## src/atsc_pkg.sv

```systemverilog
// ----------------------------------------------------------------------------
// Alarm table snooze controller package
// Shared codes, the table entry layout and the command and status bundles
// that pass between the controller and the datapath.
// ----------------------------------------------------------------------------
`default_nettype none

package atsc_pkg;

    // Operation codes of an input transaction.
    localparam logic [2:0] OP_ADD  = 3'd0;
    localparam logic [2:0] OP_DEL  = 3'd1;
    localparam logic [2:0] OP_EDIT = 3'd2;
    localparam logic [2:0] OP_TCHK = 3'd3;
    localparam logic [2:0] OP_TICK = 3'd4;
    localparam logic [2:0] OP_STOP = 3'd5;

    // Result status codes.
    localparam logic [2:0] ST_OK        = 3'd0;
    localparam logic [2:0] ST_BAD_TIME  = 3'd1;
    localparam logic [2:0] ST_FULL      = 3'd2;
    localparam logic [2:0] ST_NOT_FOUND = 3'd3;
    localparam logic [2:0] ST_EMPTY     = 3'd4;

    // Entry modes.
    localparam logic [1:0] MODE_OFF  = 2'd0;
    localparam logic [1:0] MODE_RING = 2'd1;
    localparam logic [1:0] MODE_WAIT = 2'd2;

    // Configuration register indexes.
    localparam logic [1:0] CFG_RING_TICKS   = 2'd0;
    localparam logic [1:0] CFG_WAIT_TICKS   = 2'd1;
    localparam logic [1:0] CFG_SNOOZE_LIMIT = 2'd2;

    // Largest hour and minute accepted by an add.
    localparam logic [4:0] HOUR_MAX   = 5'd24;
    localparam logic [5:0] MINUTE_MAX = 6'd59;
    localparam logic [4:0] SNOOZE_SAT = 5'd31;

    typedef struct packed {
        logic [7:0]  key;
        logic [16:0] secs;
        logic        rep;
        logic [1:0]  mode;
        logic [7:0]  ring;
        logic [7:0]  wait_cnt;
        logic [4:0]  snooze;
    } t_entry;

    typedef enum logic [3:0] {
        CMD_NONE,
        CMD_LOAD,
        CMD_ADD,
        CMD_EMPTY,
        CMD_NOTFOUND,
        CMD_FIND_STEP,
        CMD_EDIT,
        CMD_FETCH,
        CMD_REMOVE,
        CMD_TCHK_STEP,
        CMD_TICK_STEP,
        CMD_STOP_STEP,
        CMD_PUBLISH
    } t_cmd;

    typedef struct packed {
        logic [2:0] op;
        logic       scan_end;
        logic       idx_end;
        logic       count_zero;
        logic       key_hit;
        logic       time_hit;
        logic       tick_brk;
        logic       stop_del;
    } t_dp_status;

    // Seconds of day for an hour and a minute.
    function automatic logic [16:0] day_secs(input logic [4:0] hr, input logic [5:0] mn);
        logic [16:0] h;
        logic [16:0] m;
        h = {12'd0, hr} * 17'd3600;
        m = {11'd0, mn} * 17'd60;
        return h + m;
    endfunction

endpackage

`default_nettype wire

```

## src/alarm_table_snooze_controller_top.sv

```systemverilog
// ----------------------------------------------------------------------------
// Alarm table snooze controller
// Table of alarms with add, delete, edit, time check, ring tick and stop.
// ----------------------------------------------------------------------------
// Input channel: i_in_valid / o_in_stall carry one operation per transaction.
// Output channel: o_out_valid / i_out_stall carry exactly one result per
// input transaction, in order. The configuration port writes ring_ticks,
// wait_ticks and snooze_limit at index 0, 1 and 2; the user must write them
// only while the block is idle, which the block itself does not enforce.
// An operation is taken only when the controller is idle; it is then walked
// over the table one slot per cycle by the controller. Add, unused codes and
// an empty table need no scan; a delete, edit, time check or ring tick scans
// the table, and a stop rescans it for each non-repeating alarm it silences.
// The single table read port limits each scan step to one slot.
// The result sits in an output register; a new operation is accepted while
// it waits, but the next result waits while the receiver stalls.
// Synchronous reset clears the table, the count and the output valid, and
// loads the configuration defaults 30, 60 and 2.
// ----------------------------------------------------------------------------
`default_nettype none

module alarm_table_snooze_controller_top #(
    parameter int ALARM_SLOTS = 8
) (
    input  wire         i_clk,
    input  wire         i_rst_n,
    input  wire         i_in_valid,
    output logic        o_in_stall,
    input  wire [2:0]   i_op,
    input  wire [7:0]   i_alarm_key,
    input  wire [4:0]   i_hour,
    input  wire [5:0]   i_minute,
    input  wire         i_repeat_req,
    input  wire [16:0]  i_now_seconds,
    output logic        o_out_valid,
    input  wire         i_out_stall,
    output logic [2:0]  o_status,
    output logic        o_buzzer_start,
    output logic        o_buzzer_stop,
    output logic [$clog2(ALARM_SLOTS+1)-1:0] o_matched_slot,
    output logic [$clog2(ALARM_SLOTS+1)-1:0] o_alarm_count,
    input  wire         i_cfg_we,
    input  wire [1:0]   i_cfg_index,
    input  wire [7:0]   i_cfg_data
);
    import atsc_pkg::*;

    localparam int CW = $clog2(ALARM_SLOTS + 1);

    t_cmd       cmd;
    t_dp_status st;

    // Controller.
    atsc_ctrl u_ctrl (
        .i_clk       (i_clk),
        .i_rst_n     (i_rst_n),
        .i_in_valid  (i_in_valid),
        .o_in_stall  (o_in_stall),
        .o_out_valid (o_out_valid),
        .i_out_stall (i_out_stall),
        .i_st        (st),
        .o_cmd       (cmd)
    );

    // Datapath.
    atsc_datapath #(
        .ALARM_SLOTS (ALARM_SLOTS)
    ) u_dp (
        .i_clk          (i_clk),
        .i_rst_n        (i_rst_n),
        .i_cmd          (cmd),
        .o_st           (st),
        .i_cfg_we       (i_cfg_we),
        .i_cfg_index    (i_cfg_index),
        .i_cfg_data     (i_cfg_data),
        .i_op           (i_op),
        .i_alarm_key    (i_alarm_key),
        .i_hour         (i_hour),
        .i_minute       (i_minute),
        .i_repeat_req   (i_repeat_req),
        .i_now_seconds  (i_now_seconds),
        .o_status       (o_status),
        .o_buzzer_start (o_buzzer_start),
        .o_buzzer_stop  (o_buzzer_stop),
        .o_matched_slot (o_matched_slot),
        .o_alarm_count  (o_alarm_count)
    );

    // An accepted transaction keeps the input side busy in the next cycle.
    a_busy_after_accept: assert property (@(posedge i_clk) disable iff (!i_rst_n)
        (i_in_valid && !o_in_stall) |=> o_in_stall)
        else $error("input accepted while a transaction was in progress");

    // The stored count never exceeds the table size.
    a_count_bound: assert property (@(posedge i_clk) disable iff (!i_rst_n)
        o_out_valid |-> (o_alarm_count <= CW'(ALARM_SLOTS)))
        else $error("alarm count beyond table size");

    // A failed add or lookup reports no slot.
    a_fail_no_slot: assert property (@(posedge i_clk) disable iff (!i_rst_n)
        (o_out_valid && (o_status == ST_FULL || o_status == ST_BAD_TIME ||
         o_status == ST_NOT_FOUND || o_status == ST_EMPTY))
        |-> (o_matched_slot == CW'(ALARM_SLOTS)))
        else $error("slot reported for a failed transaction");

endmodule

`default_nettype wire

```

## src/atsc_datapath.sv

```systemverilog
// ----------------------------------------------------------------------------
// Alarm table datapath
// Holds the alarm table, the configuration and the working registers, and
// carries out one controller command per cycle over one table slot.
// ----------------------------------------------------------------------------
`default_nettype none

module atsc_datapath #(
    parameter int ALARM_SLOTS = 8
) (
    input  wire                 i_clk,
    input  wire                 i_rst_n,
    input  atsc_pkg::t_cmd      i_cmd,
    output atsc_pkg::t_dp_status o_st,
    input  wire                 i_cfg_we,
    input  wire [1:0]           i_cfg_index,
    input  wire [7:0]           i_cfg_data,
    input  wire [2:0]           i_op,
    input  wire [7:0]           i_alarm_key,
    input  wire [4:0]           i_hour,
    input  wire [5:0]           i_minute,
    input  wire                 i_repeat_req,
    input  wire [16:0]          i_now_seconds,
    output logic [2:0]          o_status,
    output logic                o_buzzer_start,
    output logic                o_buzzer_stop,
    output logic [$clog2(ALARM_SLOTS+1)-1:0] o_matched_slot,
    output logic [$clog2(ALARM_SLOTS+1)-1:0] o_alarm_count
);
    import atsc_pkg::*;

    localparam int CW = $clog2(ALARM_SLOTS + 1);
    localparam int AW = (ALARM_SLOTS > 1) ? $clog2(ALARM_SLOTS) : 1;
    localparam logic [CW-1:0] NONE = CW'(ALARM_SLOTS);

    t_entry          r_tab [ALARM_SLOTS];
    logic [CW-1:0]   r_count;
    logic [CW-1:0]   r_scan;
    logic [CW-1:0]   r_idx;
    logic [CW-1:0]   r_del;
    logic [CW-1:0]   r_slot;
    t_entry          r_hold;
    logic [2:0]      r_status;
    logic            r_bstart;
    logic            r_bstop;
    logic [7:0]      r_ring_ticks;
    logic [7:0]      r_wait_ticks;
    logic [3:0]      r_snooze_limit;
    logic [2:0]      r_op;
    logic [7:0]      r_key;
    logic [7:0]      r_skey;
    logic [4:0]      r_hour;
    logic [5:0]      r_minute;
    logic            r_rep;
    logic [16:0]     r_now;

    logic [CW-1:0]   last;
    logic [CW-1:0]   rd_addr;
    t_entry          rd;
    t_entry          tk;
    logic            tk_start;
    logic            tk_stop;
    logic            tk_brk;
    t_entry          fill;
    logic            bad_time;

    // Single read port of the table.
    assign last = r_count - 1'b1;
    always_comb begin
        case (i_cmd)
            CMD_FETCH:     rd_addr = last;
            CMD_FIND_STEP: rd_addr = r_idx;
            default:       rd_addr = r_scan;
        endcase
        rd = r_tab[rd_addr[AW-1:0]];
    end

    // New entry for add and edit.
    always_comb begin
        fill          = '0;
        fill.key      = r_key;
        fill.secs     = day_secs(r_hour, r_minute);
        fill.rep      = r_rep;
        fill.mode     = MODE_OFF;
        bad_time      = (r_hour > HOUR_MAX) || (r_hour == 5'd0) || (r_minute > MINUTE_MAX);
    end

    // One slot of a ring tick.
    always_comb begin
        tk       = rd;
        tk_start = 1'b0;
        tk_stop  = 1'b0;
        tk_brk   = 1'b0;
        if (tk.mode == MODE_RING) begin
            tk.ring = tk.ring + 8'd1;
        end
        if (tk.ring >= r_ring_ticks) begin
            tk.ring = 8'd0;
            tk_stop = 1'b1;
            tk.mode = MODE_WAIT;
            if (tk.snooze < SNOOZE_SAT) begin
                tk.snooze = tk.snooze + 5'd1;
            end
        end
        if (tk.mode == MODE_WAIT) begin
            if (tk.snooze > {1'b0, r_snooze_limit}) begin
                tk.mode   = MODE_OFF;
                tk.snooze = 5'd0;
                tk_brk    = 1'b1;
            end else begin
                tk.wait_cnt = tk.wait_cnt + 8'd1;
                if (tk.wait_cnt >= r_wait_ticks) begin
                    tk.wait_cnt = 8'd0;
                    tk.mode     = MODE_RING;
                    tk_start    = 1'b1;
                end
            end
        end
    end

    // Status towards the controller.
    always_comb begin
        o_st.op         = r_op;
        o_st.scan_end   = (r_scan >= r_count);
        o_st.idx_end    = (r_idx >= r_count);
        o_st.count_zero = (r_count == '0);
        o_st.key_hit    = (rd.key == r_skey);
        o_st.time_hit   = (rd.secs == r_now);
        o_st.tick_brk   = tk_brk;
        o_st.stop_del   = (rd.mode == MODE_RING) && !rd.rep;
    end

    // Table, configuration and working registers.
    always_ff @(posedge i_clk) begin
        if (!i_rst_n) begin
            for (int s = 0; s < ALARM_SLOTS; s++) begin
                r_tab[s] <= '0;
            end
            r_count        <= '0;
            r_ring_ticks   <= 8'd30;
            r_wait_ticks   <= 8'd60;
            r_snooze_limit <= 4'd2;
        end else begin
            if (i_cfg_we) begin
                unique case (i_cfg_index)
                    CFG_RING_TICKS:   r_ring_ticks   <= i_cfg_data;
                    CFG_WAIT_TICKS:   r_wait_ticks   <= i_cfg_data;
                    CFG_SNOOZE_LIMIT: r_snooze_limit <= i_cfg_data[3:0];
                    default: ;
                endcase
            end
            case (i_cmd)
                CMD_LOAD: begin
                    r_op     <= i_op;
                    r_key    <= i_alarm_key;
                    r_skey   <= i_alarm_key;
                    r_hour   <= i_hour;
                    r_minute <= i_minute;
                    r_rep    <= i_repeat_req;
                    r_now    <= i_now_seconds;
                    r_idx    <= '0;
                    r_scan   <= '0;
                    r_status <= ST_OK;
                    r_bstart <= 1'b0;
                    r_bstop  <= 1'b0;
                    r_slot   <= NONE;
                end
                CMD_ADD: begin
                    if (bad_time) begin
                        r_status <= ST_BAD_TIME;
                    end else if (r_count >= NONE) begin
                        r_status <= ST_FULL;
                    end else begin
                        r_tab[r_count[AW-1:0]] <= fill;
                        r_slot  <= r_count;
                        r_count <= r_count + 1'b1;
                    end
                end
                CMD_EMPTY:    r_status <= ST_EMPTY;
                CMD_NOTFOUND: r_status <= ST_NOT_FOUND;
                CMD_FIND_STEP: begin
                    if (o_st.key_hit) begin
                        r_del <= r_idx;
                        if (r_op != OP_STOP) begin
                            r_slot <= r_idx;
                        end
                    end
                    r_idx <= r_idx + 1'b1;
                end
                CMD_EDIT:  r_tab[r_del[AW-1:0]] <= fill;
                CMD_FETCH: r_hold <= rd;
                CMD_REMOVE: begin
                    // Move the last entry into the freed slot, unless the freed
                    // slot is the last one, and clear the last slot.
                    if (r_del != last) begin
                        r_tab[r_del[AW-1:0]] <= r_hold;
                    end
                    r_tab[last[AW-1:0]] <= '0;
                    r_count             <= last;
                end
                CMD_TCHK_STEP: begin
                    if (o_st.time_hit) begin
                        r_slot <= r_scan;
                        if (rd.mode == MODE_OFF) begin
                            r_tab[r_scan[AW-1:0]].mode <= MODE_RING;
                            r_bstart <= 1'b1;
                        end
                    end
                    r_scan <= r_scan + 1'b1;
                end
                CMD_TICK_STEP: begin
                    r_tab[r_scan[AW-1:0]] <= tk;
                    r_bstart <= r_bstart | tk_start;
                    r_bstop  <= r_bstop | tk_stop;
                    if (tk_start && (r_slot == NONE)) begin
                        r_slot <= r_scan;
                    end
                    r_scan <= r_scan + 1'b1;
                end
                CMD_STOP_STEP: begin
                    if (rd.mode == MODE_RING) begin
                        r_tab[r_scan[AW-1:0]].mode <= MODE_OFF;
                        r_bstop <= 1'b1;
                        r_skey  <= rd.key;
                        r_idx   <= '0;
                    end
                    r_scan <= r_scan + 1'b1;
                end
                CMD_PUBLISH: begin
                    o_status       <= r_status;
                    o_buzzer_start <= r_bstart;
                    o_buzzer_stop  <= r_bstop;
                    o_matched_slot <= r_slot;
                    o_alarm_count  <= r_count;
                end
                default: ;
            endcase
        end
    end

endmodule

`default_nettype wire

```

## src/atsc_ctrl.sv

```systemverilog
// ----------------------------------------------------------------------------
// Alarm table controller
// Sequences the datapath through the slot scans of each operation and owns
// the handshake of both channels.
// ----------------------------------------------------------------------------
`default_nettype none

module atsc_ctrl (
    input  wire                  i_clk,
    input  wire                  i_rst_n,
    input  wire                  i_in_valid,
    output logic                 o_in_stall,
    output logic                 o_out_valid,
    input  wire                  i_out_stall,
    input  atsc_pkg::t_dp_status i_st,
    output atsc_pkg::t_cmd       o_cmd
);
    import atsc_pkg::*;

    typedef enum logic [3:0] {
        S_IDLE, S_DISPATCH, S_FIND, S_EDIT, S_FETCH, S_REMOVE,
        S_TCHK, S_TICK, S_STOP, S_SFIND, S_DONE
    } t_state;

    t_state r_state;
    t_state n_state;
    logic   r_out_valid;
    logic   n_out_valid;

    assign o_in_stall  = (r_state != S_IDLE);
    assign o_out_valid = r_out_valid;

    // Next state and command.
    always_comb begin
        n_state = r_state;
        o_cmd   = CMD_NONE;
        n_out_valid = r_out_valid && i_out_stall;
        unique case (r_state)
            S_IDLE: begin
                if (i_in_valid) begin
                    o_cmd   = CMD_LOAD;
                    n_state = S_DISPATCH;
                end
            end
            S_DISPATCH: begin
                case (i_st.op) inside
                    OP_ADD: begin
                        o_cmd   = CMD_ADD;
                        n_state = S_DONE;
                    end
                    OP_DEL, OP_EDIT: begin
                        if (i_st.count_zero) begin
                            o_cmd   = CMD_EMPTY;
                            n_state = S_DONE;
                        end else begin
                            n_state = S_FIND;
                        end
                    end
                    OP_TCHK: n_state = S_TCHK;
                    OP_TICK: n_state = S_TICK;
                    OP_STOP: n_state = S_STOP;
                    default: n_state = S_DONE;
                endcase
            end
            S_FIND: begin
                if (i_st.idx_end) begin
                    o_cmd   = CMD_NOTFOUND;
                    n_state = S_DONE;
                end else begin
                    o_cmd = CMD_FIND_STEP;
                    if (i_st.key_hit) begin
                        n_state = (i_st.op == OP_DEL) ? S_FETCH : S_EDIT;
                    end
                end
            end
            S_EDIT: begin
                o_cmd   = CMD_EDIT;
                n_state = S_DONE;
            end
            S_FETCH: begin
                o_cmd   = CMD_FETCH;
                n_state = S_REMOVE;
            end
            S_REMOVE: begin
                o_cmd   = CMD_REMOVE;
                n_state = (i_st.op == OP_STOP) ? S_STOP : S_DONE;
            end
            S_TCHK: begin
                if (i_st.scan_end) begin
                    n_state = S_DONE;
                end else begin
                    o_cmd = CMD_TCHK_STEP;
                    if (i_st.time_hit) begin
                        n_state = S_DONE;
                    end
                end
            end
            S_TICK: begin
                if (i_st.scan_end) begin
                    n_state = S_DONE;
                end else begin
                    o_cmd = CMD_TICK_STEP;
                    if (i_st.tick_brk) begin
                        n_state = S_DONE;
                    end
                end
            end
            S_STOP: begin
                if (i_st.scan_end) begin
                    n_state = S_DONE;
                end else begin
                    o_cmd = CMD_STOP_STEP;
                    if (i_st.stop_del) begin
                        n_state = S_SFIND;
                    end
                end
            end
            S_SFIND: begin
                if (i_st.idx_end) begin
                    n_state = S_STOP;
                end else begin
                    o_cmd = CMD_FIND_STEP;
                    if (i_st.key_hit) begin
                        n_state = S_FETCH;
                    end
                end
            end
            S_DONE: begin
                // The output register is free or is emptied at this edge.
                if (!r_out_valid || !i_out_stall) begin
                    o_cmd       = CMD_PUBLISH;
                    n_out_valid = 1'b1;
                    n_state     = S_IDLE;
                end
            end
            default: n_state = S_IDLE;
        endcase
    end

    // State and output valid.
    always_ff @(posedge i_clk) begin
        if (!i_rst_n) begin
            r_state     <= S_IDLE;
            r_out_valid <= 1'b0;
        end else begin
            r_state     <= n_state;
            r_out_valid <= n_out_valid;
        end
    end

endmodule

`default_nettype wire

```

## config.mk

```make
export PLATFORM = sky130hd
export DESIGN_NAME = alarm_table_snooze_controller_top
export DESIGN_NICKNAME = d
export VERILOG_FILES = /design/src/atsc_pkg.sv /design/src/alarm_table_snooze_controller_top.sv /design/src/atsc_datapath.sv /design/src/atsc_ctrl.sv
export SDC_FILE = /design/constraint.sdc
export NUM_CORES = 1
export LEC_CHECK = 0
export ABC_AREA = 1
export BUFFER_PORTS_ARGS = -buffer_cell sky130_fd_sc_hd__buf_2
export CORE_UTILIZATION = 45
export DETAILED_ROUTE_END_ITERATION = 10
export PLACE_DENSITY = 0.62
export SYNTH_ARGS = -nofsm -noshare
export SYNTH_HDL_FRONTEND = slang
export SYNTH_SLANG_ARGS = --single-unit
```

## constraint.sdc

```tcl
create_clock -name i_clk -period 6.5 [get_ports i_clk]
set_input_delay 0.325 -clock i_clk [delete_from_list [all_inputs] [get_ports i_clk]]
set_output_delay 0.325 -clock i_clk [all_outputs]
set_load 0.02 [all_outputs]
```

==> results.txt <==
The arrival time of the worst setup path was 6.48 ns. The slowest stage of the critical path belongs to the cell sky130_fd_sc_hd__edfxtp_1. The critical path is of the flop to flop type.

The maximum cell stage delay along the critical path came out at 0.38 ns. The wire length of the first global-routing pass is 167200 um, and the number of inserted filler cells in the final layout is 6528. At the end of routability-driven placement, the weighted congestion stood at 0.8651.

The run gives 70 as the count of boundary I/O pins. Prior to clock tree synthesis, the placed netlist has a worst setup slack of 0.1403 ns. In the final routed layout, each cell accounts on average for 22.13 um.

For this block, the routed nets add up to 108600 um of wire. In the routed design, unresolved DRC markers number 0. In the routed layout, each cell is associated on average with a via count of 6.170.

The die boundary height is 263.7 um. The pin count of the biggest net entering global routing is 218. The run finished with clean final reports. Counting every sink on the clock net gives 552.

Dividing the synthesized area by the synthesized cell count gives 7.697 sq um. The peak supply drop is 0.0002677 V. The synthesized design contains 131 enable-type register cells. The fraction of final layout cells sized beyond drive strength 1 was 0.1106; the register area was 0.01236 sq mm. After clock tree synthesis, the clock-pin slew on the worst setup and hold paths is 0.06 ns.

Later-pin clock latency in the skew report: 0.65 ns. The die covers 0.06956 sq mm. TritonCTS built the clock tree. The row count was 95.

The core region is 0.06751 sq mm. The total global routing track utilization is 0.3024, and the initial standard-cell utilization of the core is 0.4566. At the pin with the least slew margin, the transition time is 1.340 ns. Dividing total power by cell area gives a power density of 445.5 mW/mm^2. The portion of the clock cycle consumed by the worst path in the final layout was 0.9479; the total number of vias was 30.28k. The synthesized netlist contains 60 unique library cells.

Main flop type after synthesis: sky130_fd_sc_hd__dfxtp_1. For the final number of max-transition violations, the log shows 0. Ranked by total cell area, the synthesized netlist is headed by sky130_fd_sc_hd__dfxtp_1 (27%), sky130_fd_sc_hd__edfxtp_1 (13%), sky130_fd_sc_hd__nand3_1 (10%), sky130_fd_sc_hd__nand4_1 (9.6%), sky130_fd_sc_hd__a21oi_1 (7.7%). The floorplan die width was 263.7 um; the final-report hold violation count was 0. Worst-path maximum fanout: 7.

Number of global-route vias before repair: 27.66k. The run gives 0.01534 sq mm as the area used by multi-input combinational logic. Total power for the finished layout comes to 15.39 mW. The depth of the CTS H-tree is 2. Proportion of register bits with asynchronous set or reset after synthesis: 0. The wire-length estimate of the detail-placed layout is 61900 um.

The number of buffers on the longest clock path came out at 3. Setup violations remaining at the end of the flow were counted as 0. The path class of the tightest hold or removal check is primary input to flop. Summing every instance area after synthesis gives 0.03083 sq mm.

The portion of synthesized cell area occupied by the leading cell type was 0.2734. The number of buffers created by CTS is 59. The number of max-capacitance violations reported is 0. After layout, the minimum clock period comes to 6.162 ns. The first detailed-routing pass took 5 iterations. The tools report the share of synthesized area occupied by flip-flops and latches as 0.4010.

After the last flow step, the layout net total stands at 4134. Once detail routing completed, the nets flagged for antenna violations numbered 0. Between clock sinks in the finished design, the worst skew comes to 0.03143 ns.

The total nets after synthesis came out at 4153. Iteration-0 DRC count of the detailed router: 3833. For the remaining global-route overflow, the log shows 0. Derived from the worst setup path, the maximum achievable clock frequency is 0.1623 GHz. The tools report the root cell of the clock tree as sky130_fd_sc_hd__clkbuf_16. For the critical path data required time, the log shows 6.82 ns. Most frequently used cell type in the post-synthesis netlist: sky130_fd_sc_hd__nand3_1. Across all setup checks in the final design, the least slack found is 0.3384 ns. The synthesized design contains 552 register bits.

For the instance count of the mapped netlist, the log shows 4005. The run gives 0.1049 as the headroom to the max-slew limit. For this run, the number of Yosys warnings is 0. For this design the static power due to leakage is 13.21 nW. STA classifies the critical path endpoint as a flop. The commonest cells after synthesis are sky130_fd_sc_hd__nand3_1 (622), sky130_fd_sc_hd__nand2_1 (538), sky130_fd_sc_hd__a21oi_1 (476). Summed over all failing endpoints, the final setup total negative slack is 0 ns.

The final standard cell utilization of the core was 0.5118. Input and output buffers added on the ports amount to 69. Relative to the synthesized area, the layout overhead comes to 12.08%. The launching element type of the critical path is a flop. The tools report the number of antenna violations at the first check in global routing as 3.

The largest total area in the synthesized netlist belongs to sky130_fd_sc_hd__dfxtp_1.
layout make-up:
type / instances / share of cell area
multi-input combinational: 2716 / 0.4439
sequential: 552 / 0.3578
clock buffer: 79 / 0.04787
tap: 873 / 0.03161
clock inverter: 29 / 0.008148
antenna: 1 / 0.00007242
timing repair buffer: 278 / 0.06920
inverter: 379 / 0.04146
stage by stage:
step	std cells	area, sq um	hold WS, ns
floorplan	4005	30830	0.4003
CTS	4901	34310	0.009402
detailed placement	4746	31900	0.4070
global placement	4746	31900	0.4080
finish	4907	34550	0.02468
global route	4906	34550	0.04070
placed cells by master, fill, tap and decap left out, types with 7 or more instances in the layout:
cell type / netlist / routed
sky130_fd_sc_hd__o21ai_1: 11 / 13
sky130_fd_sc_hd__fa_1: 13 / 13
sky130_fd_sc_hd__edfxtp_1: 131 / 131
sky130_fd_sc_hd__nand3b_1: 7 / 7
sky130_fd_sc_hd__nand3_1: 622 / 620
sky130_fd_sc_hd__clkbuf_16: 0 / 63
sky130_fd_sc_hd__xnor2_1: 15 / 15
sky130_fd_sc_hd__inv_1: 365 / 364
sky130_fd_sc_hd__dlygate4sd3_1: 2 / 47
sky130_fd_sc_hd__o211ai_1: 31 / 31
sky130_fd_sc_hd__nor3_1: 12 / 8
sky130_fd_sc_hd__nor2_4: 2 / 13
sky130_fd_sc_hd__clkinv_2: 0 / 8
sky130_fd_sc_hd__o21ai_0: 157 / 153
sky130_fd_sc_hd__o21bai_1: 19 / 19
sky130_fd_sc_hd__nand2_1: 538 / 528
sky130_fd_sc_hd__inv_2: 9 / 10
sky130_fd_sc_hd__dfxtp_1: 421 / 421
sky130_fd_sc_hd__ha_1: 80 / 79
sky130_fd_sc_hd__buf_4: 41 / 131
sky130_fd_sc_hd__o21ai_2: 22 / 24
sky130_fd_sc_hd__nand2_2: 12 / 15
sky130_fd_sc_hd__buf_2: 95 / 68
sky130_fd_sc_hd__nand4_1: 471 / 471
sky130_fd_sc_hd__nand2_4: 7 / 12
sky130_fd_sc_hd__nor2_1: 111 / 99
sky130_fd_sc_hd__nand4_4: 1 / 7
sky130_fd_sc_hd__clkinv_1: 3 / 9
sky130_fd_sc_hd__buf_12: 0 / 23
sky130_fd_sc_hd__a21oi_1: 476 / 473
sky130_fd_sc_hd__o21a_1: 15 / 15
sky130_fd_sc_hd__xor2_1: 28 / 28
sky130_fd_sc_hd__clkbuf_1: 136 / 12
layer usage:
| layer | vias up | part of all wire | GRT usage |
|---|---|---|---|
| met1 | 14490 | 0.43 | 0.4300 |
| met2 | 1536 | 0.44 | 0.4662 |
| met5 | - | 0.00018 | 0 |
| met3 | 211 | 0.099 | 0.05201 |
| li1 | 14040 | - | - |
| met4 | 4 | 0.027 | 0.09271 |
where the power goes:
group / internal [mW] / leakage (nW) / total [mW] / switching, mW
clock network: 1.97 / 0.931 / 3.45 / 1.48
logic: 2.45 / 7.69 / 8.03 / 5.58
registers: 3.81 / 4.59 / 3.91 / 0.102
total: 8.23 / 13.2 / 15.4 / 7.16
path summary, 6_finish.rpt:
path / startpoint / to / slack (ns) / cells past startpoint
setup / recovery: u_dp.r_idx[0]$_SDFFCE_PP0P_ / u_dp.r_slot[2]$_DFFE_PP_ / 0.34 / 48
hold / removal: i_cfg_data[6] / u_dp.r_wait_ticks[6]$_SDFFE_PN0P_ / 0.02 / 3
setup reg to reg: u_dp.r_idx[0]$_SDFFCE_PP0P_ / u_dp.r_slot[2]$_DFFE_PP_ / 0.34 / 48
hold reg to reg: u_dp.r_status[1]$_DFFE_PP_ / u_dp.o_status[1]$_DFFE_PP_ / 0.42 / 0
worst max-delay path: cells and delay by family (launching register included):
family	cells	cell delay, ns
AO/OA/AOI/OAI	7	1.03
adder cells (fa/ha/maj)	3	0.86
buffers and inverters	15	1.46
flip-flops	1	0.38
AND/OR/NAND/NOR	23	2.12
state kept, by name, indices dropped and copies added (netlist names), 6 cells and up:
| signal | cells |
|---|---|
| u_dp.r_key | 8 |
| u_dp.r_minute | 6 |
| u_dp.r_wait_ticks | 8 |
| u_dp.r_skey | 8 |
| u_dp.r_tab | 392 |
| u_dp.r_hold | 49 |
| u_dp.r_ring_ticks | 8 |
| u_dp.r_now | 17 |
what timing repair did:
action                                 in CTS  in global routing
setup buffers                               0                  3
setup endpoints to repair                   0                157
endpoints found under the hold margin      55                  0
hold buffers                               47                  0
gates resized for setup                     0                 46
cells by family (layout without fill, tap and decap cells):
group	after synthesis	count (layout)	share of synthesized area
other	0	1	0
xor gates and xnor gates	43	43	0.01222
adders and majority gates	93	93	0.04091
DFF	552	552	0.4010
AOI/OAI and AO/OA	766	766	0.1366
buffers and inverters	737	765	0.1119
and+or+nand+nor	1814	1814	0.2974
(Power assumes the default switching activity.)
